### config.mk
export PLATFORM = sky130hd
export DESIGN_NAME = first_fit_block_allocator_unit
export DESIGN_NICKNAME = d
export VERILOG_FILES = /design/src/sv/ffba_pkg.sv /design/src/sv/ffba_front.sv /design/src/sv/ffba_engine.sv /design/src/sv/first_fit_block_allocator_unit.sv
export SDC_FILE = /design/constraint.sdc
export NUM_CORES = 1
export LEC_CHECK = 0
export ABC_AREA = 1
export BUFFER_PORTS_ARGS = -buffer_cell sky130_fd_sc_hd__buf_2
export CAP_MARGIN = 20
export CORE_ASPECT_RATIO = 0.7
export CORE_MARGIN = 8
export CORE_UTILIZATION = 55
export CTS_BUF_LIST = sky130_fd_sc_hd__clkbuf_8
export DETAILED_ROUTE_END_ITERATION = 6
export PLACE_DENSITY = 0.79
export SYNTH_ARGS = -nofsm -noshare
export SYNTH_HDL_FRONTEND = slang
export SYNTH_SLANG_ARGS = --single-unit
### constraint.sdc
create_clock -name i_clk -period 3.55 [get_ports i_clk]
set_input_delay 0.355 -clock i_clk [delete_from_list [all_inputs] [get_ports i_clk]]
set_output_delay 0.355 -clock i_clk [all_outputs]
set_load 0.005 [all_outputs]
### src/sv/ffba_pkg.sv
// Shared types and constants for the first-fit block allocator.
// Used by the front queue, the allocation engine and the top level.
`default_nettype none

package ffba_pkg;

    // Size of the free map. The request fields below have fixed widths.
    localparam int NUM_BLOCKS = 64;
    localparam int BLK_W      = $clog2(NUM_BLOCKS);
    localparam int CNT_W      = $clog2(NUM_BLOCKS + 1);

    // Field widths of one transaction.
    localparam int ACT_W = 2;
    localparam int POS_W = 6;
    localparam int LEN_W = 7;
    localparam int STS_W = 2;

    // Width used for the range checks of the front end.
    localparam int CHK_W = ((POS_W > LEN_W) ? POS_W : LEN_W) + 2;

    // Action codes.
    localparam logic [ACT_W-1:0] ACT_ALLOC   = 2'd0;
    localparam logic [ACT_W-1:0] ACT_RELEASE = 2'd1;
    localparam logic [ACT_W-1:0] ACT_TEST    = 2'd2;

    // Status codes.
    localparam logic [STS_W-1:0] ST_OK       = 2'd0;
    localparam logic [STS_W-1:0] ST_FULL     = 2'd1;
    localparam logic [STS_W-1:0] ST_NO_SPACE = 2'd2;
    localparam logic [STS_W-1:0] ST_RANGE    = 2'd3;

    // Request class decided by the front end.
    typedef enum logic [1:0] {
        REQ_ALLOC,
        REQ_RELEASE,
        REQ_TEST,
        REQ_REJECT
    } t_req_kind;

    typedef struct packed {
        t_req_kind         kind;
        logic [POS_W-1:0]  pos;
        logic [LEN_W-1:0]  len;
    } t_req;

endpackage

`default_nettype wire

### src/sv/ffba_front.sv
// Front end: accepts transactions, checks their ranges and queues them.
// Depends on ffba_pkg.
`default_nettype none

module ffba_front (
    input  wire logic                  i_clk,
    input  wire logic                  i_rst_n,
    input  wire logic                  i_valid,
    output logic                       o_ready,
    input  wire logic [ffba_pkg::ACT_W-1:0] i_action,
    input  wire logic [ffba_pkg::POS_W-1:0] i_position,
    input  wire logic [ffba_pkg::LEN_W-1:0] i_run_length,
    output logic                       o_req_valid,
    output ffba_pkg::t_req             o_req,
    input  wire logic                  i_req_ready
);
    import ffba_pkg::*;

    localparam int QDEPTH = 2;

    t_req              r_q [QDEPTH];
    logic              r_wr_ptr;
    logic              r_rd_ptr;
    logic [1:0]        r_count;
    t_req              n_req;
    logic              n_push;
    logic              n_pop;
    logic [CHK_W-1:0]  n_pos_x;
    logic [CHK_W-1:0]  n_len_x;
    logic [CHK_W-1:0]  n_num_x;

    assign n_pos_x = CHK_W'(i_position);
    assign n_len_x = CHK_W'(i_run_length);
    assign n_num_x = CHK_W'(NUM_BLOCKS);

    // Classify the transaction; the full-map test needs live state and is left
    // to the engine.
    always_comb begin
        n_req.pos  = i_position;
        n_req.len  = i_run_length;
        n_req.kind = REQ_REJECT;
        unique case (i_action)
            ACT_ALLOC: begin
                if (n_len_x != '0 && n_len_x <= n_num_x) begin
                    n_req.kind = REQ_ALLOC;
                end
            end
            ACT_RELEASE: begin
                if (n_pos_x != '0 && n_pos_x < n_num_x && n_len_x != '0 &&
                    (n_pos_x + n_len_x) <= n_num_x) begin
                    n_req.kind = REQ_RELEASE;
                end
            end
            ACT_TEST: begin
                if (n_pos_x < n_num_x) begin
                    n_req.kind = REQ_TEST;
                end
            end
            default: n_req.kind = REQ_REJECT;
        endcase
    end

    assign o_ready     = (r_count != 2'(QDEPTH));
    assign o_req_valid = (r_count != 2'd0);
    assign o_req       = r_q[r_rd_ptr];
    assign n_push      = i_valid && o_ready;
    assign n_pop       = o_req_valid && i_req_ready;

    always_ff @(posedge i_clk) begin
        if (n_push) begin
            r_q[r_wr_ptr] <= n_req;
        end
        if (!i_rst_n) begin
            r_wr_ptr <= 1'b0;
            r_rd_ptr <= 1'b0;
            r_count  <= 2'd0;
        end else begin
            if (n_push) begin
                r_wr_ptr <= ~r_wr_ptr;
            end
            if (n_pop) begin
                r_rd_ptr <= ~r_rd_ptr;
            end
            if (n_push && !n_pop) begin
                r_count <= r_count + 2'd1;
            end else if (n_pop && !n_push) begin
                r_count <= r_count - 2'd1;
            end
        end
    end

endmodule

`default_nettype wire

### src/sv/ffba_engine.sv
// Back end: owns the free map and free count, runs the first-fit scan,
// marks and releases runs and holds the result register. Depends on ffba_pkg.
`default_nettype none

module ffba_engine (
    input  wire logic                  i_clk,
    input  wire logic                  i_rst_n,
    input  wire logic                  i_req_valid,
    input  wire ffba_pkg::t_req        i_req,
    output logic                       o_req_ready,
    output logic                       o_valid,
    input  wire logic                  i_ready,
    output logic [ffba_pkg::STS_W-1:0] o_status,
    output logic [ffba_pkg::POS_W-1:0] o_start_block,
    output logic                       o_block_is_free,
    output logic [ffba_pkg::LEN_W-1:0] o_free_blocks
);
    import ffba_pkg::*;

    typedef enum logic [2:0] {
        S_IDLE,
        S_SCAN,
        S_MARK,
        S_REL,
        S_DONE
    } t_state;

    t_state               r_state;
    logic [NUM_BLOCKS-1:0] r_free_map;
    logic [CNT_W-1:0]     r_free_count;
    logic [BLK_W-1:0]     r_idx;
    logic [BLK_W-1:0]     r_run_start;
    logic [CNT_W-1:0]     r_run_cnt;
    logic [CNT_W-1:0]     r_len;
    logic [CNT_W-1:0]     r_remain;
    logic [STS_W-1:0]     r_res_status;
    logic [BLK_W-1:0]     r_res_start;
    logic                 r_res_free;
    logic                 n_cur_free;
    logic [CNT_W-1:0]     n_run_cnt;
    logic [BLK_W-1:0]     n_run_start;

    assign o_req_ready = (r_state == S_IDLE);
    assign n_cur_free  = r_free_map[r_idx];
    assign n_run_cnt   = r_run_cnt + CNT_W'(1);
    assign n_run_start = (r_run_cnt == '0) ? r_idx : r_run_start;

    always_ff @(posedge i_clk) begin
        if (!i_rst_n) begin
            r_state         <= S_IDLE;
            r_free_map      <= {{(NUM_BLOCKS-1){1'b1}}, 1'b0};
            r_free_count    <= CNT_W'(NUM_BLOCKS - 1);
            o_valid         <= 1'b0;
        end else begin
            // In S_DONE the result register is reloaded below instead.
            if (o_valid && i_ready && r_state != S_DONE) begin
                o_valid <= 1'b0;
            end
            unique case (r_state)
                S_IDLE: begin
                    if (i_req_valid) begin
                        r_res_start <= '0;
                        r_res_free  <= 1'b0;
                        r_len       <= CNT_W'(i_req.len);
                        r_remain    <= CNT_W'(i_req.len);
                        unique case (i_req.kind)
                            REQ_ALLOC: begin
                                if (r_free_count == '0) begin
                                    r_res_status <= ST_FULL;
                                    r_state      <= S_DONE;
                                end else begin
                                    r_idx     <= '0;
                                    r_run_cnt <= '0;
                                    r_state   <= S_SCAN;
                                end
                            end
                            REQ_RELEASE: begin
                                r_idx   <= BLK_W'(i_req.pos);
                                r_state <= S_REL;
                            end
                            REQ_TEST: begin
                                r_res_free   <= r_free_map[BLK_W'(i_req.pos)];
                                r_res_status <= ST_OK;
                                r_state      <= S_DONE;
                            end
                            default: begin
                                r_res_status <= ST_RANGE;
                                r_state      <= S_DONE;
                            end
                        endcase
                    end
                end
                S_SCAN: begin
                    if (n_cur_free && n_run_cnt == r_len) begin
                        r_res_start <= n_run_start;
                        r_idx       <= n_run_start;
                        r_state     <= S_MARK;
                    end else begin
                        if (n_cur_free) begin
                            r_run_cnt   <= n_run_cnt;
                            r_run_start <= n_run_start;
                        end else begin
                            r_run_cnt <= '0;
                        end
                        if (r_idx == BLK_W'(NUM_BLOCKS - 1)) begin
                            r_res_status <= ST_NO_SPACE;
                            r_state      <= S_DONE;
                        end else begin
                            r_idx <= r_idx + BLK_W'(1);
                        end
                    end
                end
                S_MARK: begin
                    r_free_map[r_idx] <= 1'b0;
                    r_free_count      <= r_free_count - CNT_W'(1);
                    r_idx             <= r_idx + BLK_W'(1);
                    r_remain          <= r_remain - CNT_W'(1);
                    if (r_remain == CNT_W'(1)) begin
                        r_res_status <= ST_OK;
                        r_state      <= S_DONE;
                    end
                end
                S_REL: begin
                    if (!n_cur_free) begin
                        r_free_map[r_idx] <= 1'b1;
                        r_free_count      <= r_free_count + CNT_W'(1);
                    end
                    r_idx    <= r_idx + BLK_W'(1);
                    r_remain <= r_remain - CNT_W'(1);
                    if (r_remain == CNT_W'(1)) begin
                        r_res_status <= ST_OK;
                        r_state      <= S_DONE;
                    end
                end
                S_DONE: begin
                    if (!o_valid || i_ready) begin
                        o_valid         <= 1'b1;
                        o_status        <= r_res_status;
                        o_start_block   <= POS_W'(r_res_start);
                        o_block_is_free <= r_res_free;
                        o_free_blocks   <= LEN_W'(r_free_count);
                        r_state         <= S_IDLE;
                    end
                end
                default: r_state <= S_IDLE;
            endcase
        end
    end

endmodule

`default_nettype wire

### src/sv/first_fit_block_allocator_unit.sv
// From the accepting edge to o_valid: a test, a rejected or a memory-full request goes from
// S_IDLE to S_DONE; a release also walks its run in S_REL, block by block; an allocation also
// scans from block 0 until a run fits (the whole map when none fits) and marks the run in S_MARK.
// The engine serves one request at a time; a two-entry queue keeps accepting while it scans
// or while a result waits for i_ready.
// Reset (synchronous, active low): all blocks free except block 0, count NUM_BLOCKS-1.
`default_nettype none

module first_fit_block_allocator_unit (
    input  wire logic                  i_clk,
    input  wire logic                  i_rst_n,
    input  wire logic                  i_valid,
    output logic                       o_ready,
    input  wire logic [ffba_pkg::ACT_W-1:0] i_action,
    input  wire logic [ffba_pkg::POS_W-1:0] i_position,
    input  wire logic [ffba_pkg::LEN_W-1:0] i_run_length,
    output logic                       o_valid,
    input  wire logic                  i_ready,
    output logic [ffba_pkg::STS_W-1:0] o_status,
    output logic [ffba_pkg::POS_W-1:0] o_start_block,
    output logic                       o_block_is_free,
    output logic [ffba_pkg::LEN_W-1:0] o_free_blocks
);
    import ffba_pkg::*;

    // The front end classifies each transaction and keeps up to two of them
    // in a queue, so the input side keeps moving while the engine scans or
    // while a finished result waits at the output.
    logic  w_req_valid;
    logic  w_req_ready;
    t_req  w_req;

    ffba_front u_front (
        .i_clk        (i_clk),
        .i_rst_n      (i_rst_n),
        .i_valid      (i_valid),
        .o_ready      (o_ready),
        .i_action     (i_action),
        .i_position   (i_position),
        .i_run_length (i_run_length),
        .o_req_valid  (w_req_valid),
        .o_req        (w_req),
        .i_req_ready  (w_req_ready)
    );

    // The engine walks the free map one block per cycle. During an allocation
    // it tracks the current run of free blocks; the first run to reach the
    // requested length is the first fit, which it then marks busy block by block.
    ffba_engine u_engine (
        .i_clk           (i_clk),
        .i_rst_n         (i_rst_n),
        .i_req_valid     (w_req_valid),
        .i_req           (w_req),
        .o_req_ready     (w_req_ready),
        .o_valid         (o_valid),
        .i_ready         (i_ready),
        .o_status        (o_status),
        .o_start_block   (o_start_block),
        .o_block_is_free (o_block_is_free),
        .o_free_blocks   (o_free_blocks)
    );

    // A failed request never reports a start block or a free block.
    a_fail_clean: assert property (@(posedge i_clk) disable iff (!i_rst_n)
        (o_valid && o_status != ST_OK) |-> (o_start_block == '0 && !o_block_is_free))
        else $error("failed request carries a start block or free flag");

    // Block 0 stays reserved, so the count never reaches the full map.
    a_count_bound: assert property (@(posedge i_clk) disable iff (!i_rst_n)
        o_valid |-> (o_free_blocks <= LEN_W'(NUM_BLOCKS - 1)))
        else $error("free count exceeds the usable blocks");

    // Memory full is reported only when no block is free.
    a_full_zero: assert property (@(posedge i_clk) disable iff (!i_rst_n)
        (o_valid && o_status == ST_FULL) |-> (o_free_blocks == '0))
        else $error("memory full reported with free blocks left");

    // A successful result with a zero start block never carries an unknown status.
    a_no_block0: assert property (@(posedge i_clk) disable iff (!i_rst_n)
        (o_valid && o_status == ST_OK && o_start_block == '0) |-> !$isunknown(o_status))
        else $error("unknown status with a zero start block");

    // Reset clears the result valid flag.
    a_reset_clears: assert property (@(posedge i_clk)
        !i_rst_n |=> !o_valid)
        else $error("result valid after reset");

endmodule

`default_nettype wire
==> impl_metrics.py <==
metrics = {
    "route": {
        "drt-vias-per-instance": 5.512,
        "drt-initial-drc-count": 1047,
        "dr.pass1.iters": 6,
        "num_vias": 8135,
        "ant_nets": 0,
        "drcViolationCount": 0,
        "postRouteWirelength_um": 22320,
        "routedWlPerCell_um": 15.12,
    },
    "synth": {
        "synth_seq_cells": 168,
        "synth_warnings": 0,
        "yosys.area.top_type": "edfxtp_1",
        "yosysUniqueCellTypes": 43,
        "syn_area_mm2": 0.009328,
        "synthTopCellsByArea": "edfxtp_1, dfxtp_1, nand2_1, nand3_1, inv_1",
        "avgSynthCellArea_um2": 7.690,
        "synthCells": 1213,
        "seq_area_frac_synth": 0.4550,
        "synth.top_cell.area_share": 0.2833,
        "synth_nets": 1251,
    },
    "critical_path": {
        "cp-start-kind": "flip-flop",
        "cp.required_ns": 3.86,
        "worstPathMaxFanout": 19,
        "setup.worst_path.end_class": "flip-flop",
        "arrival_ns": 2.99,
        "crit_type": "reg -> reg",
    },
    "die": {
        "die_x_um": 171.7,
        "die_area_mm2": 0.02145,
        "io_pins": 37,
        "initial_core_util": 0.5672,
        "die_y_um": 125.0,
        "fp.coreArea_mm2": 0.01644,
        "rows": 39,
    },
    "pwr": {
        "power_frac_seq": 0.440,
        "intPower_mw": 3.567,
        "power_frac_clock": 0.211,
        "switching_share": 0.3948,
        "p_leak_nw": 4.764,
        "p_per_area_mw_per_mm2": 588.3,
        "netSwitchingPower_mw": 2.327,
        "power.share.combinational": 0.349,
        "ir_drop_uv": 282.5,
        "power_mw": 5.894,
    },
    "clock_network": {
        "hold_buffers": 0,
        "root_buffer": "clkbuf_8",
        "post-cts-setup-buffer-count": 0,
        "post_cts_resized": 0,
        "h-tree-depth": 4,
        "cts_sinks": 168,
        "cts_made_buffers": 17,
        "clk_latency_ns": 0.46,
        "clockBufferDepth": 2,
        "path_clk_slew_ns": 0.08,
        "cts_tree": "done",
    },
    "cells_and_area": {
        "n_antenna_cell": 0,
        "utilization": 0.6092,
        "drive_gt1_frac": 0.1023,
        "area_growth_pct": 7.405,
        "final_cell_mix": "nand2_1, nand3_1, inv_1",
        "fin_cells": 1476,
        "nets": 1276,
        "design_area_mm2": 0.01002,
        "layout_commonest_cell": "nand2_1",
    },
    "sta": {
        "final.setup.tns_ns": 0,
        "hold_violations": 0,
        "timing.hold.ws_ns": 0.1170,
        "relSlewSlack": 0.3537,
        "layout_setup_ws_ns": 0.8662,
        "setup_viol": 0,
        "max_freq_ghz": 0.3726,
        "worst_pin_slew_ns": 0.9660,
        "timing.clock.skew_ns": 0.01588,
        "period_share": 0.7560,
        "slew_violations": 0,
        "finalWorstPathRequiredPeriod_ns": 2.684,
        "rsz0062_at_grt": "false",
    },
    "placed_design": {
        "dp.cells": 1443,
        "io_buffers": 36,
        "place_congestion": 0.8994,
        "placed_cell_area_mm2": 0.009661,
        "dp_hpwl_um": 15380,
        "pre_cts_ws_ns": 0.9251,
    },
    "status": {
        "status": "finished clean",
    },
    "global_route": {
        "grt_pass1_wl_um": 36160,
        "antenna_found_initial": 0,
        "grt_max_degree": 69,
        "grt_use_total": 0.2087,
        "gr-total-overflow": 0,
        "grt_pass1_vias": 7023,
    },
    "min_path": {
        "hp-class": "in -> reg",
    },
    "job": {
        "max_cap_violations": 0,
    },
}
[final timing paths]
kind                                    endpoint                                  start  cells after the start  slack, ns
max                                    flip-flop            u_engine.r_idx[0]$_DFFE_PP_                     15       0.87
min                  u_front.r_q[1][7]$_DFFE_PP_                          i_position[0]                      1       0.12
max reg2reg                            flip-flop            u_engine.r_idx[0]$_DFFE_PP_                     15       0.87
min reg2reg  u_engine.o_start_block[0]$_DFFE_PP_  u_engine.r_res_start[0]$_SDFFCE_PN0P_                      0       0.42
[power by group through the flow]
stage	sequential, mW	combinational, mW	clock, mW
5_1_grt	2.62	2.28	1.34
6_report	2.59	2.06	1.24
3_5_place_dp	2.63	2.00	0
4_1_cts	2.59	2.01	1.26
2_1_floorplan	2.55	1.51	0
3_3_place_gp	2.62	1.96	0
[critical path, stage by stage (launching register included)]
cell	delay (ns)
edfxtp_1	0.47
clkinv_2	0.18
buf_4	0.26
nand2_1	0.08
nand3_1	0.07
nand2_1	0.06
o21ai_1	0.19
nand2_1	0.07
nor2_1	0.11
nand2_2	0.12
nand2_4	0.10
nand2_8	0.18
nor2_8	0.37
nand2_1	0.10
nand2_1	0.08
nand3_1	0.06
[final cells by class]
cell class,instances,area [um^2]
sequential,168,4244
inverter,152,571.8
tap,225,281.5
timing repair buffer,62,379.1
clock buffer,17,234.0
multi-input combinational,837,4195
fill,1434,6426
clock inverter,15,112.6
[per-layer routing]
| metal | up-vias | part of all wire | wire [um] | GRT usage |
|---|---|---|---|---|
| met3 | 28 | 0.095 | 2130 | 0.04936 |
| met5 | - | 0 | 0 | 0 |
| met4 | 0 | 0.015 | 328 | 0.06221 |
| met2 | 364 | 0.41 | 9046 | 0.2801 |
| li1 | 4038 | - | - | - |
| met1 | 3705 | 0.48 | 10820 | 0.3219 |
[Yosys cell counts]
cell type and count:
xnor2_1 3, buf_1 1, nand3b_1 3, inv_2 3
nand2_8 1, a31oi_1 5, or2_0 2, or2_1 1
edfxtp_1 88, nand3_1 199, mux2i_1 1, clkinv_1 1
o211ai_1 16, o21bai_1 2, buf_6 13, dfxtp_1 80
clkinv_2 1, o21a_1 2, a21boi_1 1, nor2_1 54
inv_1 147, nor3_2 4, a21boi_0 1, o21ai_0 67
ha_1 17, fa_1 2, nand4_1 4, nor3_1 13
xor2_1 13, o21ai_1 9, nand2_2 1, a21oi_1 49
nand2_4 1, nand2_1 337, nor2_4 1, buf_2 8
a221oi_1 1, nor4_1 5, nor2_8 7, or2_2 9
nor2_2 6, clkbuf_1 31, buf_4 3
[kinds of logic after synthesis]
family | count (synthesis) | synth area share
AOI/OAI and AO/OA | 153 | 0.08907
xor gates and xnor gates | 16 | 0.01502
adders and majority gates | 19 | 0.02710
buffers and inverters | 208 | 0.09658
DFF | 168 | 0.4550
muxes | 1 | 0.001073
and+or+nand+nor | 648 | 0.3162
Note: power is estimated with default switching activity, not from simulation.
